### src/rtl/ppuri_pkg.sv
// Shared types, register codes and helpers for the video unit register interface.
package ppuri_pkg;

  localparam int NT_BYTES = 1024;
  localparam int NT_SHIFT = $clog2(NT_BYTES);

  localparam logic [2:0] CMD_READ      = 3'd0;
  localparam logic [2:0] CMD_WRITE     = 3'd1;
  localparam logic [2:0] CMD_VBLANK    = 3'd2;
  localparam logic [2:0] CMD_FRAME_CLR = 3'd3;
  localparam logic [2:0] CMD_SPR0_HIT  = 3'd4;
  localparam logic [2:0] CMD_OVERFLOW  = 3'd5;

  localparam logic [2:0] REG_CTRL     = 3'd0;
  localparam logic [2:0] REG_MASK     = 3'd1;
  localparam logic [2:0] REG_STATUS   = 3'd2;
  localparam logic [2:0] REG_SPR_ADDR = 3'd3;
  localparam logic [2:0] REG_SPR_DATA = 3'd4;
  localparam logic [2:0] REG_SCROLL   = 3'd5;
  localparam logic [2:0] REG_ADDR     = 3'd6;
  localparam logic [2:0] REG_DATA     = 3'd7;

  localparam logic [2:0] MIR_HORZ      = 3'd0;
  localparam logic [2:0] MIR_VERT      = 3'd1;
  localparam logic [2:0] MIR_SINGLE_LO = 3'd2;
  localparam logic [2:0] MIR_SINGLE_HI = 3'd3;
  localparam logic [2:0] MIR_FOUR      = 3'd4;

  localparam logic [7:0] PAL_MASK_GREY = 8'h30;
  localparam logic [7:0] PAL_MASK_FULL = 8'h3F;

  typedef enum logic [2:0] {
    RD_ZERO,
    RD_STATUS,
    RD_SPRITE,
    RD_CHR,
    RD_NT,
    RD_PAL
  } rd_src_t;

  typedef struct packed {
    logic [2:0] command;
    logic [2:0] reg_index;
    logic [7:0] write_data;
    logic [7:0] chr_data;
  } in_item_t;

  typedef struct packed {
    logic [7:0]  read_data;
    logic        nmi_request;
    logic [14:0] vram_addr;
    logic [2:0]  fine_x;
    logic        chr_write_valid;
    logic [7:0]  chr_write_data;
  } out_item_t;

  typedef struct packed {
    logic                nt_we;
    logic                nt_re;
    logic [1:0]          nt_page;
    logic [NT_SHIFT-1:0] nt_offset;
    logic                pal_we;
    logic                pal_re;
    logic [4:0]          pal_addr;
    logic                spr_we;
    logic                spr_re;
    logic [7:0]          spr_addr;
    logic [7:0]          wdata;
  } mem_req_t;

  typedef struct packed {
    logic [7:0] nt;
    logic [7:0] pal;
    logic [7:0] spr;
  } mem_rdata_t;

  typedef struct packed {
    rd_src_t     rd_src;
    logic [2:0]  status_bits;
    logic        grey;
    logic [7:0]  chr_data;
    logic        nmi;
    logic [14:0] vram_addr;
    logic [2:0]  fine_x;
    logic        chr_write_valid;
    logic [7:0]  chr_write_data;
  } stage_info_t;

  function automatic logic [4:0] pal_index(logic [4:0] p);
    return (p[1:0] == 2'b00) ? {1'b0, p[3:0]} : p;
  endfunction

endpackage

### src/rtl/ppuri_if.sv


interface ppuri_rsp_if;
  ppuri_pkg::out_item_t data;
  logic valid;
  logic ready;
  modport source (output valid, output data, input ready);
  modport sink (input valid, input data, output ready);
endinterface

### src/rtl/ppuri_result.sv
// Result stage: read buffer update, read data select and output register.
module ppuri_result (
  input  logic                   clk,
  input  logic                   rst,
  input  logic                   load,
  input  ppuri_pkg::stage_info_t info,
  input  ppuri_pkg::mem_rdata_t  rdata,
  output logic                   stage_ready,
  ppuri_rsp_if.source            response
);
  import ppuri_pkg::*;

  logic        s1_valid;
  stage_info_t s1_info;
  logic        move;
  logic [7:0]  read_buffer, read_buffer_next;
  logic [7:0]  rd;
  out_item_t   result;
  logic        out_valid;

  assign move        = s1_valid && (!out_valid || response.ready);
  assign stage_ready = !s1_valid || move;

  always_comb begin
    rd               = 8'h00;
    read_buffer_next = read_buffer;
    case (s1_info.rd_src)
      RD_STATUS: begin
        rd = {s1_info.status_bits, read_buffer[4:0]};
      end
      RD_SPRITE: begin
        rd = rdata.spr;
      end
      RD_CHR: begin
        rd               = read_buffer;
        read_buffer_next = s1_info.chr_data;
      end
      RD_NT: begin
        rd               = read_buffer;
        read_buffer_next = rdata.nt;
      end
      RD_PAL: begin
        rd               = rdata.pal & (s1_info.grey ? PAL_MASK_GREY : PAL_MASK_FULL);
        read_buffer_next = rdata.nt;
      end
      default: begin
        rd = 8'h00;
      end
    endcase
  end

  always_ff @(posedge clk) begin
    if (rst) begin
      s1_valid    <= 1'b0;
      out_valid   <= 1'b0;
      read_buffer <= 8'h00;
    end else begin
      if (load) begin
        s1_valid <= 1'b1;
      end else if (move) begin
        s1_valid <= 1'b0;
      end
      if (move) begin
        out_valid   <= 1'b1;
        read_buffer <= read_buffer_next;
      end else if (response.ready) begin
        out_valid <= 1'b0;
      end
    end
  end

  always_ff @(posedge clk) begin
    if (load) begin
      s1_info <= info;
    end
    if (move) begin
      result.read_data       <= rd;
      result.nmi_request     <= s1_info.nmi;
      result.vram_addr       <= s1_info.vram_addr;
      result.fine_x          <= s1_info.fine_x;
      result.chr_write_valid <= s1_info.chr_write_valid;
      result.chr_write_data  <= s1_info.chr_write_data;
    end
  end

  assign response.valid = out_valid;
  assign response.data  = result;

endmodule

### src/flat_wrapper.sv
// flat-port wrapper written by rule: the top's interface ports become plain ports
module ppuri_result_flat import ppuri_pkg::*;
  (clk, rst, load, info, rdata, stage_ready, response_valid, response_data, response_ready);
  ppuri_rsp_if response_i ();
  input  logic clk;
  input  logic rst;
  input  logic load;
  input  ppuri_pkg::stage_info_t info;
  input  ppuri_pkg::mem_rdata_t rdata;
  output logic stage_ready;
  output wire logic [$bits(response_i.valid)-1:0] response_valid;
  output wire logic [$bits(response_i.data)-1:0] response_data;
  input wire logic [$bits(response_i.ready)-1:0] response_ready;
  assign response_valid = response_i.valid;
  assign response_data = response_i.data;
  assign response_i.ready = response_ready;
  ppuri_result u_core (.clk(clk), .rst(rst), .load(load), .info(info), .rdata(rdata), .stage_ready(stage_ready), .response(response_i));
endmodule
### config.mk
export PLATFORM = sky130hd
export DESIGN_NAME = ppuri_result_flat
export DESIGN_NICKNAME = d
export VERILOG_FILES = /design/src/rtl/ppuri_pkg.sv /design/src/rtl/ppuri_if.sv /design/src/rtl/ppuri_result.sv /design/src/flat_wrapper.sv
export SDC_FILE = /design/constraint.sdc
export NUM_CORES = 1
export LEC_CHECK = 0
export ABC_AREA = 1
export BUFFER_PORTS_ARGS = -buffer_cell sky130_fd_sc_hd__buf_2
export CAP_MARGIN = 15
export CORE_MARGIN = 8
export CORE_UTILIZATION = 30
export CTS_CLUSTER_DIAMETER = 200
export CTS_CLUSTER_SIZE = 20
export DETAILED_ROUTE_END_ITERATION = 8
export HOLD_SLACK_MARGIN = 0.12
export SETUP_SLACK_MARGIN = 0.4
export SLEW_MARGIN = 30
export SYNTH_ARGS = -nofsm -noshare
export SYNTH_HDL_FRONTEND = slang
export SYNTH_SLANG_ARGS = --single-unit
### constraint.sdc
create_clock -name clk -period 2.7 [get_ports clk]
set_input_delay 0.54 -clock clk [delete_from_list [all_inputs] [get_ports clk]]
set_output_delay 0.54 -clock clk [all_outputs]
set_load 0.02 [all_outputs]
==> impl_metrics.tcl, run 1 <==
set metrics [dict create \
    cts_buffers 9 \
    dr_total_vias 1955 \
    fillers 999 \
    syn_avg_cell_area_sq_um 14.0 \
    grt_pass1_wl_um 10900 \
    p_leak_nw 1.75 \
    cts-root-buf "clkbuf_8" \
    min_period_ns 1.67 \
    cts_htree_levels 3 \
    grt_pass1_vias 2128 \
    pin_count 109 \
    hpwl_um 5330 \
    synth.yosys.seq_area_share_pct 80.8 \
    vias_per_cell 4.05 \
    worstSetupStartpointType "register" \
    rows 37 \
    setup_violations 0 \
    cts_hold_buf 0 \
    placement.io_buffers 106 \
    synthCells 227 \
    drive_above_1_share_pct 38.0 \
    tns_ns 0 \
    dieArea_sq_um 14200 \
    drc 0 \
    gr-total-overflow 0 \
    clk_latency_ns 0.35 \
    post_drt_wl_per_cell_um 14.5 \
    layout_common_cells "106 x buf_2, 79 x edfxtp_1, 54 x nand2_1, 26 x nor2_1, 22 x inv_1" \
    antennaDiodeCount 0 \
    report.final.slew_viol_count 0 \
    post_cts.repair.setup_buffers 0 \
    powerDensity_nw_per_um2 661 \
    peakVddDrop_mv 0.243 \
    core-area_sq_um 10300 \
    slowest_delay_ns 0.66 \
    antenna_left 0 \
    clkSlewWorstSetupHoldPaths_ns 0.09 \
    finalWeightedCongestion 0.767 \
    holdCritStartpoint "info[10]" \
    initial_core_util_pct 30.8 \
    drt_iter0_drc 88 \
    cp_num_buf_inv 0 \
    worst_pin_slew_ns 0.629 \
    syn_to_final_growth_pct 27.8 \
    cp-end-kind "register" \
    cpMaxStageDelayCell "edfxtp_1" \
    final_cells 483 \
    cts_buffer_depth 2 \
    final_common_cell "buf_2" \
    path_cells "nand2_1, nand2_2, nand2_4, nor2_1, nor2_1" \
    grt_max_degree 29 \
    synth-seq-cells 89 \
    final.period_utilization_pct 61.7 \
    syn_nets 298 \
    r2r-start "u_core.s1_info[42]$_DFFE_PP_" \
    die_y_um 119 \
    dp_cells 467 \
    wl_um 6990 \
    first_pass_iters 4 \
    hold_path.class "in -> reg" \
    dieWidth_um 119 \
    final_cell_area_sq_um 4070 \
    place_area_sq_um 3890 \
    crit_start "u_core.s1_info[42]$_DFFE_PP_" \
    max_freq_mhz 600 \
    rsz0062_at_grt "no" \
    hold_violations 0 \
    slew_headroom_pct 58.0 \
    finalClockSkew_ns 0.0100 \
    cts_resized 0 \
    antenna_found_initial 0 \
    yosysUniqueCellTypes 20 \
    path_max_fanout 16 \
    cts_tree "built" \
    synth_warnings 0 \
    finalNetCount 413 \
    critPathKind "reg -> reg" \
    track_usage_pct 9.96 \
    worst_ep_required_time_ns 2.95 \
    synthesis.area_sq_um 3180 \
    fin_util_pct 39.4 \
    cp.arrival_ns 1.91 \
    critPathTopFamily "simple AND/OR/NAND/NOR gates" \
    maxCapViolCount 0 \
    crit_top_cell "nor2_1" \
    clock_sinks 89 \
    outcome "finished, final reports clean" \
]
==> report_power, final <==
| group | internal (mW) | switching (mW) |
|---|---|---|
| Sequential | 1.60 | 0.0334 |
| Clock | 0.346 | 0.479 |
| Combinational | 0.0861 | 0.144 |
| Total | 2.03 | 0.657 |
==> flip-flops by register name (all words and copies together) (netlist names) <==
signal / flops
u_core.response.data: 36
u_core.response.valid: 1
u_core.s1_valid: 1
u_core.s1_info: 43
u_core.read_buffer: 8
==> kinds of logic (layout without fill, tap and decap cells) <==
logic type	Yosys count	count (layout)	synth area share, %
AO/OA/AOI/OAI	6	6	1.30
buffers and inverters	29	149	3.97
flip-flops	89	89	80.8
AND/OR/NAND/NOR	103	103	13.9
==> Yosys cell counts, drive strengths merged <==
cell | number | share of area (%)
a21oi | 4 | 0.75
buf | 5 | 1.1
dfxtp | 10 | 6.3
edfxtp | 79 | 75
inv | 24 | 2.8
nand2 | 56 | 6.9
nand3 | 14 | 2.6
nand4 | 2 | 0.39
nor2 | 26 | 3.1
nor3 | 5 | 0.94
o211ai | 1 | 0.39
o21ai | 1 | 0.16
==> path summary, 6_finish.rpt <==
kind                                                      endpoint  slack [ns]  cells past startpoint
worst min-delay path                  u_core.s1_info[10]$_DFFE_PP_        0.36                      1
worst max-delay path            u_core.read_buffer[0]$_SDFFE_PP0P_        1.03                      5
worst max register to register  u_core.read_buffer[0]$_SDFFE_PP0P_        1.03                      5
worst min register to register   u_core.response.data[3]$_DFFE_PP_        0.41                      0
==> metal layers <==
layer | track usage (%) | part of all wire [%] | wire length [um]
met5 | 0 | 0 | 0
met4 | 4.74 | 1.9 | 132
met1 | 11.2 | 43 | 3000
met2 | 17.1 | 51 | 3580
met3 | 2.83 | 4.0 | 276
==> through the flow <==
stage | worst slack, ns | total power, mW | hold slack, ns
after CTS | 1.01 | 2.74 | 0.335
after global routing | 0.839 | 2.82 | 0.332
after global placement | 1.01 | 1.89 | 0.401
after floorplan | 0.849 | 1.78 | 0.400
after detailed placement | 0.998 | 1.90 | 0.405
final | 1.03 | 2.69 | 0.358
==> final cells by class <==
type                            instances  area [sq um]  area share (%)
Sequential cell                        89          2570            63.2
Tap cell                              136           170            4.18
Clock buffer                           10           128            3.14
Timing Repair Buffer                  109           566            13.9
Multi-Input combinational cell        109           492            12.1
Inverter                               24          90.1            2.21
Clock inverter                          6          51.3            1.26
No activity file was read; power rests on OpenSTA's default activity.
==> inputs of run 2 (changes only) <==
--- a/config.mk
+++ b/config.mk
@@ -5,7 +5,7 @@
 export SDC_FILE = /design/constraint.sdc
 export NUM_CORES = 1
 export LEC_CHECK = 0
-export ABC_AREA = 1
+export ABC_AREA = 0
 export BUFFER_PORTS_ARGS = -buffer_cell sky130_fd_sc_hd__buf_2
 export CAP_MARGIN = 15
 export CORE_MARGIN = 8
==> constraint.sdc (replaced) <==
create_clock -name clk -period 1.55 [get_ports clk]
set_input_delay 0.31 -clock clk [delete_from_list [all_inputs] [get_ports clk]]
set_output_delay 0.31 -clock clk [all_outputs]
set_load 0.02 [all_outputs]
==> impl_metrics.tcl, run 2 <==
set metrics [dict create \
    fin_util_pct 47.1 \
    grt_max_degree 45 \
    outcome "finished, final reports clean" \
    path_cells "and3b_2, o21bai_4, a221o_1" \
    synth_warnings 0 \
    drc 0 \
    synth.yosys.seq_area_share_pct 83.8 \
    grt_pass1_wl_um 9960 \
    antennaDiodeCount 0 \
    placement.io_buffers 106 \
    cts_buffer_depth 2 \
    path_max_fanout 5 \
    die_y_um 117 \
    dieArea_sq_um 13700 \
    reg2reg_depth 3 \
    post_drt_wl_per_cell_um 15.1 \
    yosysTopAreaCell "edfxtp_1" \
    clock_sinks 89 \
    hold_path.class "in -> reg" \
    synth_top_cell_area_share_pct 77.3 \
    yosysUniqueCellTypes 26 \
    antenna_found_initial 1 \
    synthesis.area_sq_um 3070 \
    crit_cells 3 \
    fillers 903 \
    cp.arrival_ns 1.53 \
    dieWidth_um 117 \
    slowest_delay_ns 0.45 \
    rsz0062_at_grt "yes" \
    critPathTopFamily "compound AO/OA/AOI/OAI gates" \
    layout_common_cells "86 x buf_2, 79 x edfxtp_1, 27 x buf_6, 24 x dlygate4sd3_1, 12 x buf_4" \
    gr-total-overflow 0 \
    place_ws_ns -0.0252 \
    holdWs_ns 0.140 \
    cts-root-buf "clkbuf_8" \
    final_cell_area_sq_um 4780 \
    wl_um 6900 \
    cts_buffers 9 \
    final.period_utilization_pct 92.4 \
    place_area_sq_um 3830 \
    synth-seq-cells 89 \
    worst_ep_required_time_ns 1.65 \
    worstSetupStartpointType "register" \
    synthCells 154 \
    p_leak_nw 1.88 \
    first_pass_iters 4 \
    worst_pin_slew_ns 0.468 \
    track_usage_pct 9.94 \
    maxCapViolCount 0 \
    cts_tree "built" \
    hpwl_um 4920 \
    clk_latency_ns 0.34 \
    dr_total_vias 1924 \
    initial_core_util_pct 30.3 \
    slew_headroom_pct 68.4 \
    syn_avg_cell_area_sq_um 19.9 \
    drive_above_1_share_pct 51.9 \
    grt_pass1_vias 1944 \
    critPathKind "reg -> reg" \
    vias_per_cell 4.20 \
    pin_count 109 \
    synth_edf_count 79 \
    syn_to_final_growth_pct 55.7 \
    cpMaxStageDelayCell "edfxtp_1" \
    rows 37 \
    synth.area.top_cells "edfxtp_1 77%, dfxtp_1 6.5%, o221a_1 2.9%, a41oi_1 2.3%, a221o_1 2.0%" \
    finalClockSkew_ns 0.00529 \
    yosysMostFrequentCell "edfxtp_1" \
    finalWeightedCongestion 0.743 \
    hold_violations 0 \
    powerDensity_nw_per_um2 1020 \
    cp-end-kind "register" \
    dp_cells 397 \
    top_register "u_core.s1_info" \
    largest_reg_flops 43 \
    final_cells 458 \
    final_common_cell "buf_2" \
    async_reset_ff_share_pct 0 \
    drt_iter0_drc 116 \
    report.final.slew_viol_count 0 \
    antenna_left 0 \
    core-area_sq_um 10100 \
    clkSlewWorstSetupHoldPaths_ns 0.08 \
    min_period_ns 1.43 \
    cp_num_buf_inv 0 \
    synthFlopType "edfxtp_1" \
    setup_violations 0 \
    synthTopCellsByCount "79 x edfxtp_1, 10 x dfxtp_1, 8 x a41oi_1, 8 x inv_1, 8 x o221a_1" \
    cts_htree_levels 3 \
    peakVddDrop_mv 0.383 \
    setup_ws_ns 0.117 \
    syn_nets 225 \
    finalNetCount 389 \
    hold_depth 1 \
    max_freq_mhz 698 \
]
[run 2: cell count changes in the layout (fill, tap and decap cells not counted), moves of 5 or more]
cell / delta
nand2_1: -54
buf_6: +27
dlygate4sd3_1: +24
nor2_1: -23
buf_2: -20
inv_1: -14
nand3_1: -13
buf_4: +10
o221a_1: +8
a41oi_2: +7
a221o_1: +6
buf_12: +5
[run 2: area by class of cell]
class	instances	area, sq um	area share, %
Sequential cell	89	2580	54.0
Timing Repair Buffer	158	1270	26.5
Multi-Input combinational cell	52	556	11.6
Tap cell	136	170	3.56
Clock buffer	9	124	2.59
Clock inverter	6	50.0	1.05
Inverter	8	30.0	0.629
[run 2: worst paths after layout]
check,start,endpoint,slack (ns)
min,info[13],u_core.s1_info[13]$_DFFE_PP_,0.14
min reg2reg,u_core.s1_info[11]$_DFFE_PP_,u_core.response.data[11]$_DFFE_PP_,0.42
max,u_core.s1_info[40]$_DFFE_PP_,u_core.response.data[33]$_DFFE_PP_,0.12
max reg2reg,u_core.s1_info[40]$_DFFE_PP_,u_core.response.data[33]$_DFFE_PP_,0.12
[run 2: cell families after synthesis]
logic type             count (synthesis)  share of synthesized area, %
AO/OA/AOI/OAI                         29                          9.22
buffers and inverters                 13                          2.12
flip-flops                            89                          83.9
multiplexers                           2                         0.653
AND/OR/NAND/NOR                       21                          4.16
[run 2: power by group]
| part | leakage, nW | total, mW | switching (mW) | internal [mW] |
|---|---|---|---|---|
| Combinational | 0.950 | 0.589 | 0.259 | 0.330 |
| Sequential | 0.844 | 2.84 | 0.0538 | 2.79 |
| Clock | 0.0890 | 1.45 | 0.742 | 0.712 |
[run 2: timing repair]
action	4_1_cts	5_1_grt
resized for setup	50	22
endpoints found under the hold margin	12	12
setup endpoints to repair	82	88
setup buffers	13	6
gates cloned	3	0
pin swaps	2	3
hold buffers	12	12
[run 2: through the flow]
step / power (mW) / setup TNS, ns
after global placement: 3.26 / 0
after detailed placement: 3.28 / -0.0662
final: 4.89 / 0
after CTS: 4.87 / 0
after global routing: 5.09 / 0
after floorplan: 3.07 / 0
[run 2: worst register-to-register path, stage by stage, from the launching register on]
cell      delay [ns]
edfxtp_1        0.45
and3b_2         0.28
o21bai_4        0.18
a221o_1         0.28
[run 2: routing by layer]
metal / track usage (%) / vias to the layer above / share of wire (%)
met4: 3.58 / 2 / 1.1
met5: 0 / - / 0.17
met3: 5.03 / 9 / 9.4
met2: 17.2 / 61 / 52
li1: - / 950 / -
met1: 10.1 / 902 / 37
