**config.mk**
```make
export PLATFORM = sky130hd
export DESIGN_NAME = ppuri_regs
export DESIGN_NICKNAME = d
export VERILOG_FILES = /design/src/rtl/ppuri_pkg.sv /design/src/rtl/ppuri_regs.sv
export SDC_FILE = /design/constraint.sdc
export NUM_CORES = 1
export LEC_CHECK = 0
export ABC_AREA = 1
export BUFFER_PORTS_ARGS = -buffer_cell sky130_fd_sc_hd__buf_2
export CAP_MARGIN = 10
export CORE_MARGIN = 2
export CORE_UTILIZATION = 58
export CTS_BUF_LIST = sky130_fd_sc_hd__clkbuf_8
export DETAILED_ROUTE_END_ITERATION = 10
export PLACE_DENSITY = 0.93
export REMOVE_ABC_BUFFERS = 1
export SLEW_MARGIN = 20
export SYNTH_ARGS = -nofsm -noshare
export SYNTH_HDL_FRONTEND = slang
export SYNTH_SLANG_ARGS = --single-unit
```
**constraint.sdc**
```tcl
create_clock -name clk -period 6 [get_ports clk]
set_clock_uncertainty 0.15 [all_clocks]
set_input_delay 0.9 -clock clk [delete_from_list [all_inputs] [get_ports clk]]
set_output_delay 0.9 -clock clk [all_outputs]
set_load 0.05 [all_outputs]
```
**src/rtl/ppuri_pkg.sv**
```systemverilog
// Shared types, register codes and helpers for the video unit register interface.
package ppuri_pkg;

  localparam int NT_BYTES = 1024;
  localparam int NT_SHIFT = $clog2(NT_BYTES);

  localparam logic [2:0] CMD_READ      = 3'd0;
  localparam logic [2:0] CMD_WRITE     = 3'd1;
  localparam logic [2:0] CMD_VBLANK    = 3'd2;
  localparam logic [2:0] CMD_FRAME_CLR = 3'd3;
  localparam logic [2:0] CMD_SPR0_HIT  = 3'd4;
  localparam logic [2:0] CMD_OVERFLOW  = 3'd5;

  localparam logic [2:0] REG_CTRL     = 3'd0;
  localparam logic [2:0] REG_MASK     = 3'd1;
  localparam logic [2:0] REG_STATUS   = 3'd2;
  localparam logic [2:0] REG_SPR_ADDR = 3'd3;
  localparam logic [2:0] REG_SPR_DATA = 3'd4;
  localparam logic [2:0] REG_SCROLL   = 3'd5;
  localparam logic [2:0] REG_ADDR     = 3'd6;
  localparam logic [2:0] REG_DATA     = 3'd7;

  localparam logic [2:0] MIR_HORZ      = 3'd0;
  localparam logic [2:0] MIR_VERT      = 3'd1;
  localparam logic [2:0] MIR_SINGLE_LO = 3'd2;
  localparam logic [2:0] MIR_SINGLE_HI = 3'd3;
  localparam logic [2:0] MIR_FOUR      = 3'd4;

  localparam logic [7:0] PAL_MASK_GREY = 8'h30;
  localparam logic [7:0] PAL_MASK_FULL = 8'h3F;

  typedef enum logic [2:0] {
    RD_ZERO,
    RD_STATUS,
    RD_SPRITE,
    RD_CHR,
    RD_NT,
    RD_PAL
  } rd_src_t;

  typedef struct packed {
    logic [2:0] command;
    logic [2:0] reg_index;
    logic [7:0] write_data;
    logic [7:0] chr_data;
  } in_item_t;

  typedef struct packed {
    logic [7:0]  read_data;
    logic        nmi_request;
    logic [14:0] vram_addr;
    logic [2:0]  fine_x;
    logic        chr_write_valid;
    logic [7:0]  chr_write_data;
  } out_item_t;

  typedef struct packed {
    logic                nt_we;
    logic                nt_re;
    logic [1:0]          nt_page;
    logic [NT_SHIFT-1:0] nt_offset;
    logic                pal_we;
    logic                pal_re;
    logic [4:0]          pal_addr;
    logic                spr_we;
    logic                spr_re;
    logic [7:0]          spr_addr;
    logic [7:0]          wdata;
  } mem_req_t;

  typedef struct packed {
    logic [7:0] nt;
    logic [7:0] pal;
    logic [7:0] spr;
  } mem_rdata_t;

  typedef struct packed {
    rd_src_t     rd_src;
    logic [2:0]  status_bits;
    logic        grey;
    logic [7:0]  chr_data;
    logic        nmi;
    logic [14:0] vram_addr;
    logic [2:0]  fine_x;
    logic        chr_write_valid;
    logic [7:0]  chr_write_data;
  } stage_info_t;

  function automatic logic [4:0] pal_index(logic [4:0] p);
    return (p[1:0] == 2'b00) ? {1'b0, p[3:0]} : p;
  endfunction

endpackage

```
**src/rtl/ppuri_regs.sv**
```systemverilog
// Register file and decode: updates control state and issues memory accesses.
module ppuri_regs (
  input  logic                   clk,
  input  logic                   rst,
  input  logic                   accept,
  input  ppuri_pkg::in_item_t    item,
  input  logic                   cfg_we,
  input  logic [2:0]             cfg_wdata,
  output ppuri_pkg::mem_req_t    mem_req,
  output ppuri_pkg::stage_info_t info
);
  import ppuri_pkg::*;

  logic [2:0]  mirror_sel;
  logic [7:0]  ctrl, ctrl_next;
  logic [7:0]  mask, mask_next;
  logic [2:0]  status, status_next;
  logic [14:0] cur_addr, cur_addr_next;
  logic [14:0] temp_addr, temp_addr_next;
  logic [2:0]  fine, fine_next;
  logic        toggle, toggle_next;
  logic [7:0]  spr_addr, spr_addr_next;
  logic        nmi, nmi_next;

  logic [13:0] vaddr;
  logic        is_chr;
  logic        is_pal;
  logic [1:0]  page;
  logic [14:0] inc;

  assign vaddr  = cur_addr[13:0];
  assign is_chr = !vaddr[13];
  assign is_pal = (vaddr[13:8] == 6'h3F);
  assign inc    = ctrl[2] ? 15'd32 : 15'd1;

  always_comb begin
    case (mirror_sel)
      MIR_HORZ:      page = {1'b0, vaddr[11]};
      MIR_VERT:      page = {1'b0, vaddr[10]};
      MIR_SINGLE_HI: page = 2'd1;
      MIR_FOUR:      page = vaddr[11:10];
      default:       page = 2'd0;
    endcase
  end

  always_comb begin
    ctrl_next      = ctrl;
    mask_next      = mask;
    status_next    = status;
    cur_addr_next  = cur_addr;
    temp_addr_next = temp_addr;
    fine_next      = fine;
    toggle_next    = toggle;
    spr_addr_next  = spr_addr;
    nmi_next       = nmi;

    mem_req           = '0;
    mem_req.nt_page   = page;
    mem_req.nt_offset = vaddr[NT_SHIFT-1:0];
    mem_req.pal_addr  = pal_index(vaddr[4:0]);
    mem_req.spr_addr  = spr_addr;
    mem_req.wdata     = item.write_data;

    info                 = '0;
    info.rd_src          = RD_ZERO;
    info.status_bits     = status;
    info.grey            = mask[0];
    info.chr_data        = item.chr_data;

    if (accept) begin
      case (item.command)
        CMD_READ: begin
          case (item.reg_index)
            REG_STATUS: begin
              info.rd_src = RD_STATUS;
              status_next = {1'b0, status[1:0]};
              nmi_next    = 1'b0;
              toggle_next = 1'b0;
            end
            REG_SPR_DATA: begin
              info.rd_src    = RD_SPRITE;
              mem_req.spr_re = 1'b1;
            end
            REG_DATA: begin
              if (is_chr) begin
                info.rd_src = RD_CHR;
              end else if (!is_pal) begin
                info.rd_src   = RD_NT;
                mem_req.nt_re = 1'b1;
              end else begin
                info.rd_src    = RD_PAL;
                mem_req.nt_re  = 1'b1;
                mem_req.pal_re = 1'b1;
              end
              cur_addr_next = cur_addr + inc;
            end
            default: begin
              info.rd_src = RD_ZERO;
            end
          endcase
        end
        CMD_WRITE: begin
          case (item.reg_index)
            REG_CTRL: begin
              ctrl_next = item.write_data;
              if (!ctrl[7]) begin
                nmi_next = item.write_data[7] & status[2];
              end
              temp_addr_next[11:10] = item.write_data[1:0];
            end
            REG_MASK: begin
              mask_next = item.write_data;
            end
            REG_SPR_ADDR: begin
              spr_addr_next = item.write_data;
            end
            REG_SPR_DATA: begin
              mem_req.spr_we = 1'b1;
              spr_addr_next  = spr_addr + 8'd1;
            end
            REG_SCROLL: begin
              if (!toggle) begin
                fine_next           = item.write_data[2:0];
                temp_addr_next[4:0] = item.write_data[7:3];
                toggle_next         = 1'b1;
              end else begin
                temp_addr_next = {item.write_data[2:0], temp_addr[11:10],
                                  item.write_data[7:3], temp_addr[4:0]};
                toggle_next    = 1'b0;
              end
            end
            REG_ADDR: begin
              if (!toggle) begin
                temp_addr_next = {1'b0, item.write_data[5:0], temp_addr[7:0]};
                toggle_next    = 1'b1;
              end else begin
                temp_addr_next = {temp_addr[14:8], item.write_data};
                cur_addr_next  = {temp_addr[14:8], item.write_data};
                toggle_next    = 1'b0;
              end
            end
            REG_DATA: begin
              if (is_chr) begin
                info.chr_write_valid = 1'b1;
                info.chr_write_data  = item.write_data;
              end else if (!is_pal) begin
                mem_req.nt_we = 1'b1;
              end else begin
                mem_req.pal_we = 1'b1;
              end
              cur_addr_next = cur_addr + inc;
            end
            default: begin
              toggle_next = toggle;
            end
          endcase
        end
        CMD_VBLANK: begin
          status_next[2] = 1'b1;
          nmi_next       = ctrl[7];
        end
        CMD_FRAME_CLR: begin
          status_next = 3'd0;
          nmi_next    = 1'b0;
        end
        CMD_SPR0_HIT: begin
          status_next[1] = 1'b1;
        end
        CMD_OVERFLOW: begin
          status_next[0] = 1'b1;
        end
        default: begin
          status_next = status;
        end
      endcase
    end

    info.nmi       = nmi_next;
    info.vram_addr = cur_addr_next;
    info.fine_x    = fine_next;
  end

  always_ff @(posedge clk) begin
    if (rst) begin
      mirror_sel <= MIR_HORZ;
      ctrl       <= '0;
      mask       <= '0;
      status     <= '0;
      cur_addr   <= '0;
      temp_addr  <= '0;
      fine       <= '0;
      toggle     <= 1'b0;
      spr_addr   <= '0;
      nmi        <= 1'b0;
    end else begin
      if (cfg_we) begin
        mirror_sel <= cfg_wdata;
      end
      ctrl      <= ctrl_next;
      mask      <= mask_next;
      status    <= status_next;
      cur_addr  <= cur_addr_next;
      temp_addr <= temp_addr_next;
      fine      <= fine_next;
      toggle    <= toggle_next;
      spr_addr  <= spr_addr_next;
      nmi       <= nmi_next;
    end
  end

endmodule

```
==> results of run 1 <==
[Yosys cell counts (all sizes together)]
| cell | count |
|---|---|
| nand2 | 159 |
| inv | 71 |
| nor2 | 70 |
| o21ai | 58 |
| nand3 | 57 |
| a21oi | 45 |
| dfxtp | 44 |
| buf | 39 |
| a31oi | 9 |
| clkbuf | 9 |
| nor3 | 7 |
| ha | 4 |
| nand4 | 4 |
| o22ai | 3 |
| xnor2 | 3 |
| a211oi | 2 |
| o211ai | 2 |
| o21a | 2 |
| o31ai | 2 |
| a311oi | 1 |
| and2 | 1 |
| nor4 | 1 |
| xor2 | 1 |
[per-layer routing]
layer	GRT usage, %	up-vias
met3	5.934	52
met5	0	-
met2	51.06	302
li1	-	2008
met4	15.00	0
met1	38.39	1839
[worst register-to-register path: stages, from the launching register on]
cell     delay, ps
dfxtp_1        450
ha_1           210
ha_1           220
nand3_1        140
o21ai_0        430
nand3_1        170
nand2_1        100
nand2_1         50
nand3_1        110
nand3_1         80
nand2_1         90
nor2_1          40
[registers in the layout (all words and copies together) (netlist names)]
signal and count:
fine 3, spr_addr 8, temp_addr 7, ctrl 2
cur_addr 15, mask 1, toggle 1, mirror_sel 3
nmi 1, status 3
[stage by stage]
stage | std cells | cell area (um^2) | worst slack (ps)
finish | 723 | 3865 | 2099
global route | 723 | 3865 | 1921
CTS | 723 | 3865 | 2159
detailed placement | 715 | 3771 | 2174
global placement | 715 | 3771 | 2272
floorplan | 546 | 3207 | 1625
[power breakdown]
group | internal, uW | switching, uW
sequential | 297 | 6.40
combinational | 27.7 | 91.5
clock | 92.1 | 107
[final cells by class]
| cell class | count | area, um^2 | area share (%) |
|---|---|---|---|
| inverter | 71 | 274.0 | 7.090 |
| clock buffer | 6 | 82.58 | 2.137 |
| timing repair buffer | 94 | 470.5 | 12.17 |
| tap | 75 | 93.84 | 2.428 |
| clock inverter | 2 | 11.26 | 0.2914 |
| sequential | 44 | 880.8 | 22.79 |
| multi-input combinational | 431 | 2052 | 53.09 |
[kinds of logic (layout without fill, tap and decap cells)]
| family | after synthesis | count (layout) | synth area share (%) |
|---|---|---|---|
| adder cells (fa/ha/maj) | 4 | 4 | 1.420 |
| buffers and inverters | 119 | 173 | 16.79 |
| flip-flops | 44 | 44 | 24.99 |
| AND/OR/NAND/NOR | 299 | 299 | 36.99 |
| AO/OA/AOI/OAI | 124 | 124 | 18.81 |
| XOR/XNOR | 4 | 4 | 0.9941 |
[worst paths after layout]
check              start           end  slack, ps  depth (start not counted)
min            status[1]     status[1]        330                          2
min reg2reg    status[1]     status[1]        330                          2
max reg2reg  cur_addr[0]  cur_addr[14]       3620                         11
max             item[18]       info[5]       2100                         10
==> results_dict.tcl, run 1 <==
set metrics [dict create \
    outcome "finished clean" \
    postCtsSetupRepairBufs 0 \
    cts.sinks 44 \
    endpoint_kind "output port" \
    nNetsFinal 680 \
    finalPower_uw 622.1 \
    ctsHtreeMaxLevel 2 \
    setup_tns_ps 0 \
    postCtsHoldBufs 0 \
    portBuffers 94 \
    setup_viol 0 \
    holdCritPathClass "register to register" \
    vias 4201 \
    synth_top_area_share_pct 24.99 \
    path_class "input pin to output port" \
    overflow 0 \
    synth-seq-cells 44 \
    mostFrequentLayoutCells "157 x nand2_1, 94 x buf_2, 62 x nor2_1, 61 x inv_1, 57 x nand3_1" \
    grt_pass1_wl_mm 16.44 \
    min_period_over_period_pct 65.02 \
    drive_gt1_share_pct 18.98 \
    m1WireLength_mm 4.043 \
    synth_area_um2 3525 \
    wirelength_mm 10.50 \
    powerDensity_nw_per_um2 161.0 \
    drv_cap 0 \
    critPathSlowestCell "nor2_8" \
    cts_root_buf "clkbuf_8" \
    crit_chain "buf_2 -> nand2_2 -> nor2_8 -> inv_2 -> nor2_1 -> inv_1 -> nor2_1 -> inv_2 -> nor2_1 -> buf_2" \
    dieArea_um2 6717 \
    post-dp-hpwl_mm 7.973 \
    ys_seq_area_share_pct 24.99 \
    route.met3.wl_mm 1.137 \
    clock_latency_ps 300 \
    synthTopCellsByArea "dfxtp_1 25%, nand2_1 17%, nand3_1 8.1%" \
    layout_commonest_cell "nand2_1" \
    cts_buffers 5 \
    drc 0 \
    grt_use_total_pct 30.91 \
    cpPeakStageDelay_ps 420 \
    ys_warn_count 0 \
    synthToLayoutAreaGrowth_pct 9.656 \
    ir_drop_mv 0.1397 \
    cts_tree "done" \
    die_w_um 81.96 \
    synth_cell_types 34 \
    start_util_pct 59.89 \
    core_um2 5886 \
    min_period_ps 3901 \
    diodes 0 \
    arrival_ps 2850 \
    drt_first_pass_iters 7 \
    io_pins 111 \
    antenna_found_initial 0 \
    crit_buf_inv 5 \
    worstMarginPinSlew_ps 663.5 \
    gp_congestion 1.006 \
    grt_pass1_vias 3688 \
    top_layer_used "met4" \
    crit_family "simple AND/OR/NAND/NOR gates" \
    cpMostUsedCell "nor2_1" \
    hold_violations 0 \
    finalMaxSlewViolations 0 \
    leakagePower_uw 0.001996 \
    crit_required_ps 4950 \
    clockBufferDepth 2 \
    syn_inst 594 \
    vias_per_cell 5.811 \
    cp-start-kind "input pin" \
    synth.avg_cell_area_um2 5.934 \
    max_freq_mhz 256.3 \
    clk_pin_slew_ps 80 \
    die_h_um 81.96 \
    antenna_left 0 \
    post-route-util_pct 65.67 \
    num-fill-cells 539 \
    post_drt_wl_per_cell_um 14.52 \
    holdWs_ps 329.4 \
    drt_iter0_drc 430 \
    cp_max_fo 27 \
    grt_max_degree 29 \
    met2_wirelength_mm 4.848 \
    rows 28 \
    grt_setup_unrepaired "false" \
    max-slew-margin-rel_pct 55.71 \
    yosysTopAreaCell "dfxtp_1" \
    cts_resized 0 \
]
No activity file was read; power rests on OpenSTA's default activity.
==> inputs of run 2 (changes only) <==
ABC_AREA = 0   (was 1)
CORE_UTILIZATION = 54   (was 58)
PLACE_DENSITY = 0.88   (was 0.93)
clock period = 4 ns   (was 6 ns; I/O delays follow)
==> run 2 against run 1 <==
Power increased by 60%; critical path depth is 3 lower; utilization down 4.7 points; clock power increased by 81%; register-to-register slack lost 2000 ps; wire length down 1.3%; area after synthesis up 1.1%; largest power group unchanged.
==> results_dict.tcl, run 2 <==
set metrics [dict create \
    min_period_over_period_pct 84.64 \
    hold_violations 0 \
    antenna_found_initial 0 \
    portBuffers 94 \
    die_w_um 85.25 \
    min_period_ps 3386 \
    layout_commonest_cell "buf_2" \
    num-fill-cells 560 \
    nNetsFinal 547 \
    rows 29 \
    vias 3813 \
    cp_max_fo 6 \
    setup_viol 0 \
    mostFrequentLayoutCells "94 x buf_2, 53 x nor2_1, 44 x dfxtp_1, 34 x nand2_1, 30 x o21ai_0" \
    clock_latency_ps 310 \
    synth.avg_cell_area_um2 7.473 \
    drv_cap 0 \
    ys_seq_area_share_pct 24.71 \
    antenna_left 0 \
    outcome "finished clean" \
    yosysTopAreaCell "dfxtp_1" \
    cts.sinks 44 \
    synthFlopType "dfxtp_1" \
    crit_required_ps 3250 \
    max-slew-margin-rel_pct 35.47 \
    holdWs_ps 324.7 \
    synth_edf_count 0 \
    cts_buffers 5 \
    wirelength_mm 10.36 \
    regMostFlops "cur_addr" \
    overflow 0 \
    synth_cell_types 69 \
    die_h_um 85.25 \
    grt_pass1_vias 3424 \
    vias_per_cell 6.441 \
    setup_tns_ps 0 \
    synthToLayoutAreaGrowth_pct 8.564 \
    synth-seq-cells 44 \
    yosysMostFrequentCell "nor2_1" \
    clk_pin_slew_ps 90 \
    cp-start-kind "register" \
    grt_pass1_wl_mm 16.40 \
    grt_setup_unrepaired "false" \
    worstMarginPinSlew_ps 968.0 \
    holdCritPathClass "register to register" \
    gp_congestion 0.9264 \
    path_class "register to output port" \
    syn_inst 477 \
    ir_drop_mv 0.1715 \
    start_util_pct 56.14 \
    postCtsHoldBufs 0 \
    reg.largest.list "cur_addr (15), spr_addr (8), temp_addr (7)" \
    drt_iter0_drc 449 \
    synth_area_um2 3565 \
    largest_reg_flops 15 \
    finalMaxSlewViolations 0 \
    cts_resized 0 \
    drive_gt1_share_pct 25.63 \
    ctsHtreeMaxLevel 2 \
    grt_use_total_pct 27.58 \
    post_drt_wl_per_cell_um 17.49 \
    max_freq_mhz 295.4 \
    ys_warn_count 0 \
    dieArea_um2 7268 \
    powerDensity_nw_per_um2 257.0 \
    arrival_ps 2640 \
    synth_top_area_share_pct 24.71 \
    synthTopCellsByArea "dfxtp_1 25%, buf_4 6.7%, nor2_1 5.6%" \
    clockBufferDepth 2 \
    leakagePower_uw 0.001615 \
    cts_root_buf "clkbuf_8" \
    synth_common_cells "53 x nor2_1, 44 x dfxtp_1, 34 x nand2_1" \
    drt_first_pass_iters 6 \
    grt_max_degree 46 \
    cts_tree "done" \
    postCtsSetupRepairBufs 0 \
    post-dp-hpwl_mm 7.377 \
    diodes 0 \
    async_flop_share_pct 0 \
    io_pins 111 \
    drc 0 \
    r2r_slack_ps 1630 \
    core_um2 6350 \
    endpoint_kind "output port" \
]
-- run 2: cell types whose count changed in the layout (fill, tap and decap cells not counted), sizes merged, moves of 14 or more --
cell,change
a21oi,-19
inv,-63
nand2,-125
nand3,-36
nor2,-15
nor2b,+14
o21ai,-24
-- run 2: path summary, 6_finish.rpt --
check | startpoint | cells after the start | endpoint
setup / recovery | cur_addr[0] | 7 | info[20]
setup reg to reg | cur_addr[0] | 7 | cur_addr[14]
hold / removal | status[1] | 2 | status[1]
hold reg to reg | status[1] | 2 | status[1]
-- run 2: per-stage QoR --
stage               cells  total power (uW)  worst slack, ps  cell area (um^2)  util [%]
floorplan             408             551.0            95.59              3151         -
finish                592             994.5            614.4              3870     60.95
global placement      584             633.4            879.8              3755     59.13
global route          592              1029            431.3              3870     60.95
detailed placement    584             637.2            796.4              3755     59.13
CTS                   592             995.7            658.5              3870     60.95
-- run 2: layout make-up --
| type | instances | area [um^2] | area share (%) |
|---|---|---|---|
| Multi-Input combinational cell | 356 | 2240 | 57.87 |
| Sequential cell | 44 | 880.8 | 22.76 |
| Timing Repair Buffer | 99 | 508.0 | 13.13 |
| Tap cell | 77 | 96.34 | 2.489 |
| Clock buffer | 5 | 68.82 | 1.778 |
| Clock inverter | 3 | 46.29 | 1.196 |
| Inverter | 8 | 30.03 | 0.7759 |
-- run 2: routing by layer --
layer  part of all wire [%]  vias to the layer above  GRT usage (%)  wire length (um)
met5                      0                        -              0                 0
met4                    2.7                        0          9.091               280
met3                     11                       42          7.490              1121
met2                     46                      244          44.32              4755
met1                     41                     1752          35.84              4197
li1                       -                     1775              -                 -
-- run 2: power breakdown --
| group | switching (uW) | leakage, uW | internal [uW] |
|---|---|---|---|
| Sequential | 7.84 | 0.000356 | 444 |
| Combinational | 131 | 0.00120 | 48.1 |
| Clock | 175 | 0.0000548 | 188 |
-- run 2: logic make-up after synthesis --
| kind of cell | Yosys count | share of synthesized area, % |
|---|---|---|
| compound gates | 132 | 24.92 |
| xor+xnor | 2 | 0.4915 |
| fa+ha+maj | 4 | 1.404 |
| buf+inv | 77 | 12.46 |
| flops | 44 | 24.71 |
| mux | 17 | 5.265 |
| simple gates | 201 | 30.75 |
-- run 2: worst max-delay path, cell delays in order, from the launching register on --
cell and delay (ps):
dfxtp_1 410, ha_1 280, ha_1 270, nand4_1 160, o21ai_0 370, o21ai_0 240, a21oi_1 280, buf_2 310
